File: src/design/mbts_pkg.sv
// Shared constants, codes and controller/datapath interface types.
package mbts_pkg;

    // Default sizes
    localparam int STORE_DEPTH_DEF = 1024;
    localparam int FRAME_MAX_DEF   = 512;
    localparam int MAX_READ_DEF    = 127;

    // Frame layout
    localparam int HDR_BYTES  = 12;
    localparam int DATA_START = 13;

    // Input modes
    localparam logic [1:0] MODE_FRAME = 2'd0;
    localparam logic [1:0] MODE_DISC  = 2'd1;
    localparam logic [1:0] MODE_IREG  = 2'd2;

    // Function codes
    localparam logic [7:0] FC_RD_COILS = 8'd1;
    localparam logic [7:0] FC_RD_DISC  = 8'd2;
    localparam logic [7:0] FC_RD_HOLD  = 8'd3;
    localparam logic [7:0] FC_RD_IREG  = 8'd4;
    localparam logic [7:0] FC_WR_COIL  = 8'd5;
    localparam logic [7:0] FC_WR_REG   = 8'd6;
    localparam logic [7:0] FC_WR_COILS = 8'd15;
    localparam logic [7:0] FC_WR_REGS  = 8'd16;
    localparam logic [7:0] FC_EXC_FLAG = 8'h80;

    // Exception codes
    localparam logic [1:0] EX_NONE  = 2'd0;
    localparam logic [1:0] EX_FUNC  = 2'd1;
    localparam logic [1:0] EX_ADDR  = 2'd2;
    localparam logic [1:0] EX_VALUE = 2'd3;

    // Request kinds after decode
    localparam logic [2:0] K_EXC    = 3'd0;
    localparam logic [2:0] K_RBIT   = 3'd1;
    localparam logic [2:0] K_RREG   = 3'd2;
    localparam logic [2:0] K_WCOIL  = 3'd3;
    localparam logic [2:0] K_WHOLD  = 3'd4;
    localparam logic [2:0] K_WCOILS = 3'd5;
    localparam logic [2:0] K_WREGS  = 3'd6;

    // Commands from controller to datapath
    typedef struct packed {
        logic accept;
        logic clr;
        logic decode;
        logic finish;
        logic hdr_push;
        logic rd_data;
        logic rd_lo;
        logic sgl_wr;
        logic fr_lo;
        logic w_lat_hi;
        logic w_lat_lo;
        logic w_wr;
    } t_cmd;

    // Status from datapath to controller
    typedef struct packed {
        logic       clr_done;
        logic       short_frame;
        logic [2:0] kind;
        logic       hdr_last;
        logic       num_zero;
        logic       rd_last;
        logic       w_more;
        logic       w_byte_start;
    } t_stat;

endpackage

File: src/design/mbts_ctrl.sv
// Controller state machine: sequences clearing, decode, header, reads and writes.
module mbts_ctrl (
    input  logic           i_clk,
    input  logic           i_rst_n,
    input  logic           i_start,
    input  logic [1:0]     i_mode,
    input  logic           i_frame_end,
    input  mbts_pkg::t_stat i_stat,
    output mbts_pkg::t_cmd  o_cmd,
    output logic           o_busy
);
    import mbts_pkg::*;

    localparam logic [3:0] S_CLEAR    = 4'd0;
    localparam logic [3:0] S_IDLE     = 4'd1;
    localparam logic [3:0] S_DECODE   = 4'd2;
    localparam logic [3:0] S_HDR      = 4'd3;
    localparam logic [3:0] S_RD_ISSUE = 4'd4;
    localparam logic [3:0] S_RD_DATA  = 4'd5;
    localparam logic [3:0] S_RD_LO    = 4'd6;
    localparam logic [3:0] S_SWR      = 4'd7;
    localparam logic [3:0] S_W_CHECK  = 4'd8;
    localparam logic [3:0] S_W_LAT    = 4'd9;
    localparam logic [3:0] S_W_LAT2   = 4'd10;
    localparam logic [3:0] S_W_WR     = 4'd11;
    localparam logic [3:0] S_FINISH   = 4'd12;

    logic [3:0] r_state;
    logic [3:0] n_state;

    always_ff @(posedge i_clk) begin
        if (!i_rst_n) begin
            r_state <= S_CLEAR;
        end else begin
            r_state <= n_state;
        end
    end

    assign o_busy = (r_state != S_IDLE);

    // Next state and commands
    always_comb begin
        n_state = r_state;
        o_cmd   = '0;
        unique case (r_state)
            S_CLEAR: begin
                o_cmd.clr = 1'b1;
                if (i_stat.clr_done) n_state = S_IDLE;
            end
            S_IDLE: begin
                o_cmd.accept = i_start;
                if (i_start && i_mode == MODE_FRAME && i_frame_end) n_state = S_DECODE;
            end
            S_DECODE: begin
                o_cmd.decode = 1'b1;
                n_state = i_stat.short_frame ? S_FINISH : S_HDR;
            end
            S_HDR: begin
                o_cmd.hdr_push = 1'b1;
                if (i_stat.hdr_last) begin
                    priority case (i_stat.kind)
                        K_RBIT, K_RREG:   n_state = i_stat.num_zero ? S_FINISH : S_RD_ISSUE;
                        K_WCOIL, K_WHOLD: n_state = S_SWR;
                        K_WCOILS, K_WREGS: n_state = S_W_CHECK;
                        default:          n_state = S_FINISH;
                    endcase
                end
            end
            S_RD_ISSUE: n_state = S_RD_DATA;
            S_RD_DATA: begin
                o_cmd.rd_data = 1'b1;
                if (i_stat.kind == K_RREG) n_state = S_RD_LO;
                else n_state = i_stat.rd_last ? S_FINISH : S_RD_ISSUE;
            end
            S_RD_LO: begin
                o_cmd.rd_lo = 1'b1;
                n_state = i_stat.rd_last ? S_FINISH : S_RD_ISSUE;
            end
            S_SWR: begin
                o_cmd.sgl_wr = 1'b1;
                n_state = S_FINISH;
            end
            S_W_CHECK: begin
                // frame read of the data byte is issued here
                if (!i_stat.w_more) n_state = S_FINISH;
                else if (i_stat.kind == K_WCOILS && !i_stat.w_byte_start) n_state = S_W_WR;
                else n_state = S_W_LAT;
            end
            S_W_LAT: begin
                o_cmd.w_lat_hi = 1'b1;
                o_cmd.fr_lo    = 1'b1;
                n_state = (i_stat.kind == K_WREGS) ? S_W_LAT2 : S_W_WR;
            end
            S_W_LAT2: begin
                o_cmd.w_lat_lo = 1'b1;
                n_state = S_W_WR;
            end
            S_W_WR: begin
                o_cmd.w_wr = 1'b1;
                n_state = S_W_CHECK;
            end
            S_FINISH: begin
                o_cmd.finish = 1'b1;
                n_state = S_IDLE;
            end
            default: n_state = S_IDLE;
        endcase
    end
endmodule

File: config.mk
export PLATFORM = sky130hd
export DESIGN_NAME = mbts_ctrl
export DESIGN_NICKNAME = d
export VERILOG_FILES = /design/src/design/mbts_pkg.sv /design/src/design/mbts_ctrl.sv
export SDC_FILE = /design/constraint.sdc
export NUM_CORES = 1
export LEC_CHECK = 0
export ABC_AREA = 1
export BUFFER_PORTS_ARGS = -buffer_cell sky130_fd_sc_hd__buf_2
export CORE_ASPECT_RATIO = 0.9
export CORE_MARGIN = 2
export CORE_UTILIZATION = 30
export CTS_BUF_LIST = sky130_fd_sc_hd__clkbuf_16
export CTS_CLUSTER_SIZE = 10
export DETAILED_ROUTE_END_ITERATION = 10
export HOLD_SLACK_MARGIN = 0.05
export SETUP_SLACK_MARGIN = 0.2
export SLEW_MARGIN = 20
export SYNTH_ARGS = -nofsm -noshare
export SYNTH_HDL_FRONTEND = slang
export SYNTH_SLANG_ARGS = --single-unit
File: constraint.sdc
create_clock -name i_clk -period 1.6 [get_ports i_clk]
set_input_delay 0.08 -clock i_clk [delete_from_list [all_inputs] [get_ports i_clk]]
set_output_delay 0.08 -clock i_clk [all_outputs]
set_load 0.01 [all_outputs]
### Yosys cells after proc, flatten, opt, wreduce, memory -nomap -nowiden

Index checks and enable logic that the tools add are counted.

| storage, ports and cells | value |
|---|---|
| logic and storage cells | 56 |
| output and inout bits | 13 |
| input bits | 16 |
| bits in registers | 4 |

| operators by class | value |
|---|---|
| equality and inequality tests | 22 |
| muxes and demuxes | 23 |
| reductions and logical operators | 10 |

Operators with widths:

| kind | number |
|---|---|
| 4-bit one-hot mux with 12 select lines | 1 |
| 4-bit two-way mux | 8 |
| 4-bit equality test, second input constant | 5 |
| 4-bit by 3-bit equality test with 1-bit output, second input constant | 4 |
| 4-bit one-hot mux with 3 select lines | 1 |
| 1-bit two-way mux | 11 |
| 3-bit equality test, second input constant | 3 |
| 4-bit by 2-bit equality test with 1-bit output, second input constant | 2 |
| 3-bit by 2-bit equality test with 1-bit output, second input constant | 2 |
| 2-bit != test, second input constant | 3 |
| 2-bit OR reduction | 3 |
| 4-bit by 1-bit equality test with 1-bit output, second input constant | 1 |
| 4-bit logical NOT | 1 |
| 2-bit two-way mux | 2 |
| 4-bit by 1-bit != test with 1-bit output, second input constant | 1 |
| 3-bit by 1-bit equality test with 1-bit output, second input constant | 1 |
| 1-bit logical AND | 3 |
| 3-bit AND reduction | 1 |
| 2-bit logical NOT | 1 |
| 1-bit logical NOT | 1 |

### Longest topological paths before layout

| logic depth | value |
|---|---|
| depth in word-level cells | 5 |
| gate-level depth with buffers | 9 |
| depth with buffers taken out | 9 |

### Least setup slack after synthesis

Ideal clock, no wire load.

| path | value |
|---|---|
| kind | register -> register |
| from | register r_state[2] |
| to | register r_state[1] |
| data required time | 1530 ps |
| clock period less this slack | 1139 ps |
| arrival | 1069 ps |
| path slack | 461 ps |
| cell stages (with the launch flop) | 10 |
| library setup time | 70 ps |
| cell sequence | dfxtp_1 inv_2 nand2_1 nor2_1 nor2_1 nand2_1 nor2_1 nand2_1 nand2_1 a21oi_1 |

| on the way | value |
|---|---|
| longest elaborated chain between the ends | 3 |

RTL lines:

| item | line | RTL |
|---|---|---|
| start: declaration | mbts_ctrl.sv:28 | `logic [3:0] r_state;` |
| start signal: assignment | mbts_ctrl.sv:35 | `r_state <= n_state;` |
| 4-bit by 1-bit equality test with 1-bit output, or another cell as far along | mbts_ctrl.sv:45 | `unique case (r_state)` |
| 2-bit != test (no line) | - |  |
| 3-bit AND reduction (no line) | - |  |

Parallel ways exist; a longest one is shown, timed or not.
A chain may end at the register's enable or synchronous reset.

==> results.md <==
| Stage | Result | Reported |
|---|---|---|
| status | Outcome | finished, final reports clean |
| grt | Global-route wire length before repair | 2400 um |
| logic synthesis | Yosys synthesis warning count | 0 |
| worst setup path | Kind of capture point of the worst setup path | primary output |
| timing | Worst-margin pin slew | 0.278 ns |
| floorplanning | Die footprint | 2090 um^2 |
| place | Number of port buffers | 28 |
| clocking | Buffer cell driving the clock tree root | sky130_fd_sc_hd__clkbuf_16 |
| timing | Number of failing setup endpoints in the final timing report | 0 |
| routing | Final Routed Wirelength | 1450 um |
| floorplanning | Horizontal die dimension | 48.0 um |
| clocking | CTS tree | done |
| routing | Post-route DRC | 0 |
| grt | GR met1 Demand/Resource | 21.1% |
| clocking | CTS clock-pin slew for the worst setup and hold paths | 0.03 ns |
| grt | Global routing met2 resource utilization | 25.1% |
| clocking | Sinks on the clock net | 4 |
| logic synthesis | Post-synthesis cell count | 104 |
| logic synthesis | Number of library cell types mapped by synthesis | 17 |
| clocking | Hold bufs inserted after CTS | 0 |
| cells and area | # diodes | 0 |
| cells and area | Number of nets in the finished design | 152 |
| grt | Leftover overflow at the end of global routing | 0 |
| routing | Number of vias in the routed layout | 686 |
| grt | Vias in the first global route | 601 |
| worst hold path | Beginning of the worst hold path | i_rst_n |
| pwr | Power density of the placed cells | 789 nW/um^2 |
| grt | Total GRT Usage | 15.6% |
| timing | Smallest setup slack after layout | 0.356 ns |
| timing | Fraction of the cycle the final worst path needs | 77.8% |
| logic synthesis | Syn avg cell area | 5.02 um^2 |
| worst setup path | Crit-path max FO | 5 |
| logic synthesis | Mapped cell area | 522 um^2 |
| worst setup path | Source of the critical timing path | r_state[3] |
| place | Routability congestion estimate | 0.789 |
| timing | Upper clock frequency limit | 0.804 GHz |
| logic synthesis | Post-synthesis register bit count | 4 |
| timing | Relative max-transition margin | 81.3% |
| job | Max cap viols | 0 |
| worst setup path | Crit path launch type | flop |
| cells and area | Final standard cell count with taps included and fillers excluded | 158 |
| worst hold path | Hold Path Class | input port to flop |
| cells and area | Top reg by flops | r_state |
| worst setup path | Origin of the critical flop-to-flop path | r_state[3] |
| cells and area | Max reg flops | 4 |
| place | Number of instances in the placed design | 155 |
| timing | Final Max Tran Viols | 0 |
| floorplanning | Vertical die dimension | 43.6 um |
| floorplanning | Cell row count | 14 |
| floorplanning | Core Footprint | 1650 um^2 |
| cells and area | Regs by FF count | r_state x4 |
| worst setup path | Type of the worst setup path | flop to primary output |
| routing | Number of vias per cell | 4.34 |
| grt | Most congested layer reported by global routing | met2 |
| pwr | VDD IR-drop max | 0.000856 V |
| timing | Final hold violation count | 0 |
| logic synthesis | Share of the yosys chip area belonging to registers | 15.3% |
| floorplanning | Initial core utilization | 31.7% |
| timing | Post-layout minimum cycle time | 1.24 ns |
| logic synthesis | Post-Synthesis Net Count | 120 |
| clocking | Number of buffers inserted during clock tree synthesis | 3 |
| pwr | Leak pwr | 0.000469 uW |
| clocking | Buffers from clock root to sink, at most | 2 |
| timing | Unrepaired setup endpoints after global routing | yes |
| place | Post-placement worst setup slack | 0.337 ns |
| cells and area | Fin area | 773 um^2 |
| grt | Initial antenna violation count | 0 |
| place | Instance area at placement | 684 um^2 |
| clocking | Clock latency of the later-clocked register in the worst-skew pair | 0.22 ns |
| timing | Final clock skew | 0.00358 ns |
| cells and area | Synthesis-to-finish area growth | 48.2% |
| routing | DRT Pass-1 Iters | 4 |
| clocking | Maximum level of the CTS H-tree | 1 |
| routing | Iter 0 DRT Violations | 11 |
| routing | Post-DRT Antenna Nets | 0 |
| floorplanning | I/O pins | 29 |
| worst setup path | Arr. time, crit path | 1.16 ns |
| grt | Maximum number of pins on one net before global-route repair | 7 |
| grt | Met3 layer usage reported by global route | 6.25% |
| worst setup path | Required time at the worst-slack endpoint | 1.52 ns |
| timing | Total Neg Setup Slack | 0 ns |
| place | Post-DP HPWL | 1240 um |
| cells and area | Share of cells above drive strength 1 | 36.6% |
| routing | Final routed wire length divided by cell count | 9.20 um |
power by group:
group / internal (uW) / switching (uW) / leakage [uW]
clock network: 319 / 69.9 / 0.0000370
registers: 105 / 6.48 / 0.0000338
logic: 44.4 / 64.9 / 0.000398
total: 469 / 141 / 0.000469
path summary, 6_finish.rpt:
kind	cells past startpoint	to	slack, ns
max	6	o_cmd[11]	0.36
min	3	r_state[3]	0.13
max reg2reg	9	r_state[0]	0.38
min reg2reg	4	r_state[1]	0.70
worst max-delay path: stages, from the launching register on:
cell and delay [ns]:
sky130_fd_sc_hd__dfxtp_1 0.32, sky130_fd_sc_hd__inv_2 0.14, sky130_fd_sc_hd__nand2_4 0.09, sky130_fd_sc_hd__nor2_1 0.13
sky130_fd_sc_hd__inv_1 0.06, sky130_fd_sc_hd__nor2_1 0.07, sky130_fd_sc_hd__buf_2 0.13
per-layer routing:
metal  wire, um  up-vias
li1           -      373
met1        675      298
met2        694       15
met3         83        0
met4          0        0
met5          0        -
synth_stat cells (all sizes together):
cell type | number | area [um^2]
nand3 | 8 | 40.0
o2111ai | 1 | 8.76
nor4 | 1 | 6.26
nor2 | 25 | 111
dfxtp | 4 | 80.1
nand2 | 35 | 149
inv | 22 | 82.6
a21oi | 3 | 15.0
nand4 | 1 | 6.26
buf | 1 | 7.51
o21ai | 3 | 15.0
layout make-up:
class	count	area [um^2]
clock buffers	3	75.1
fillers	192	873
inverters	22	82.6
multi-input cells	77	362
flip-flops and latches	4	83.8
well taps	24	30.0
repair buffers	28	140
timing repair:
action | 4_1_cts | 5_1_grt
resized for setup | 0 | 6
buffers inserted | 0 | 0
endpoints found under the setup margin | 0 | 2
cells by family after synthesis:
family                 after synthesis  share of synthesized area (%)
flip-flops                           4                           15.3
buffers and inverters               23                           17.3
AND/OR/NAND/NOR                     70                           60.0
AO/OA/AOI/OAI                        7                           7.43
per-stage QoR:
step / total power (uW) / hold slack [ns] / utilization, %
finish: 610 / 0.128 / 47.0
global route: 639 / 0.145 / 47.0
CTS: 613 / 0.137 / 46.1
detailed placement: 221 / 0.361 / 41.6
global placement: 222 / 0.362 / 41.6
floorplan: 179 / 0.231 / -
cells in the final DEF (no fill, tap or decap):
cell                         n
sky130_fd_sc_hd__o21ai_1     1
sky130_fd_sc_hd__buf_2      28
sky130_fd_sc_hd__clkbuf_16   3
sky130_fd_sc_hd__dfxtp_1     1
sky130_fd_sc_hd__nand2_2     4
sky130_fd_sc_hd__nand2_4     2
sky130_fd_sc_hd__a21oi_1     3
sky130_fd_sc_hd__nor2_4      1
sky130_fd_sc_hd__nor4_1      1
sky130_fd_sc_hd__nand4_1     1
sky130_fd_sc_hd__nand3_1     8
sky130_fd_sc_hd__dfxtp_2     3
sky130_fd_sc_hd__nor2_2      5
sky130_fd_sc_hd__nor2_1     19
sky130_fd_sc_hd__inv_1      19
sky130_fd_sc_hd__nand2_1    29
sky130_fd_sc_hd__o2111ai_1   1
sky130_fd_sc_hd__inv_2       3
sky130_fd_sc_hd__o21ai_0     2
(Power assumes the default switching activity.)
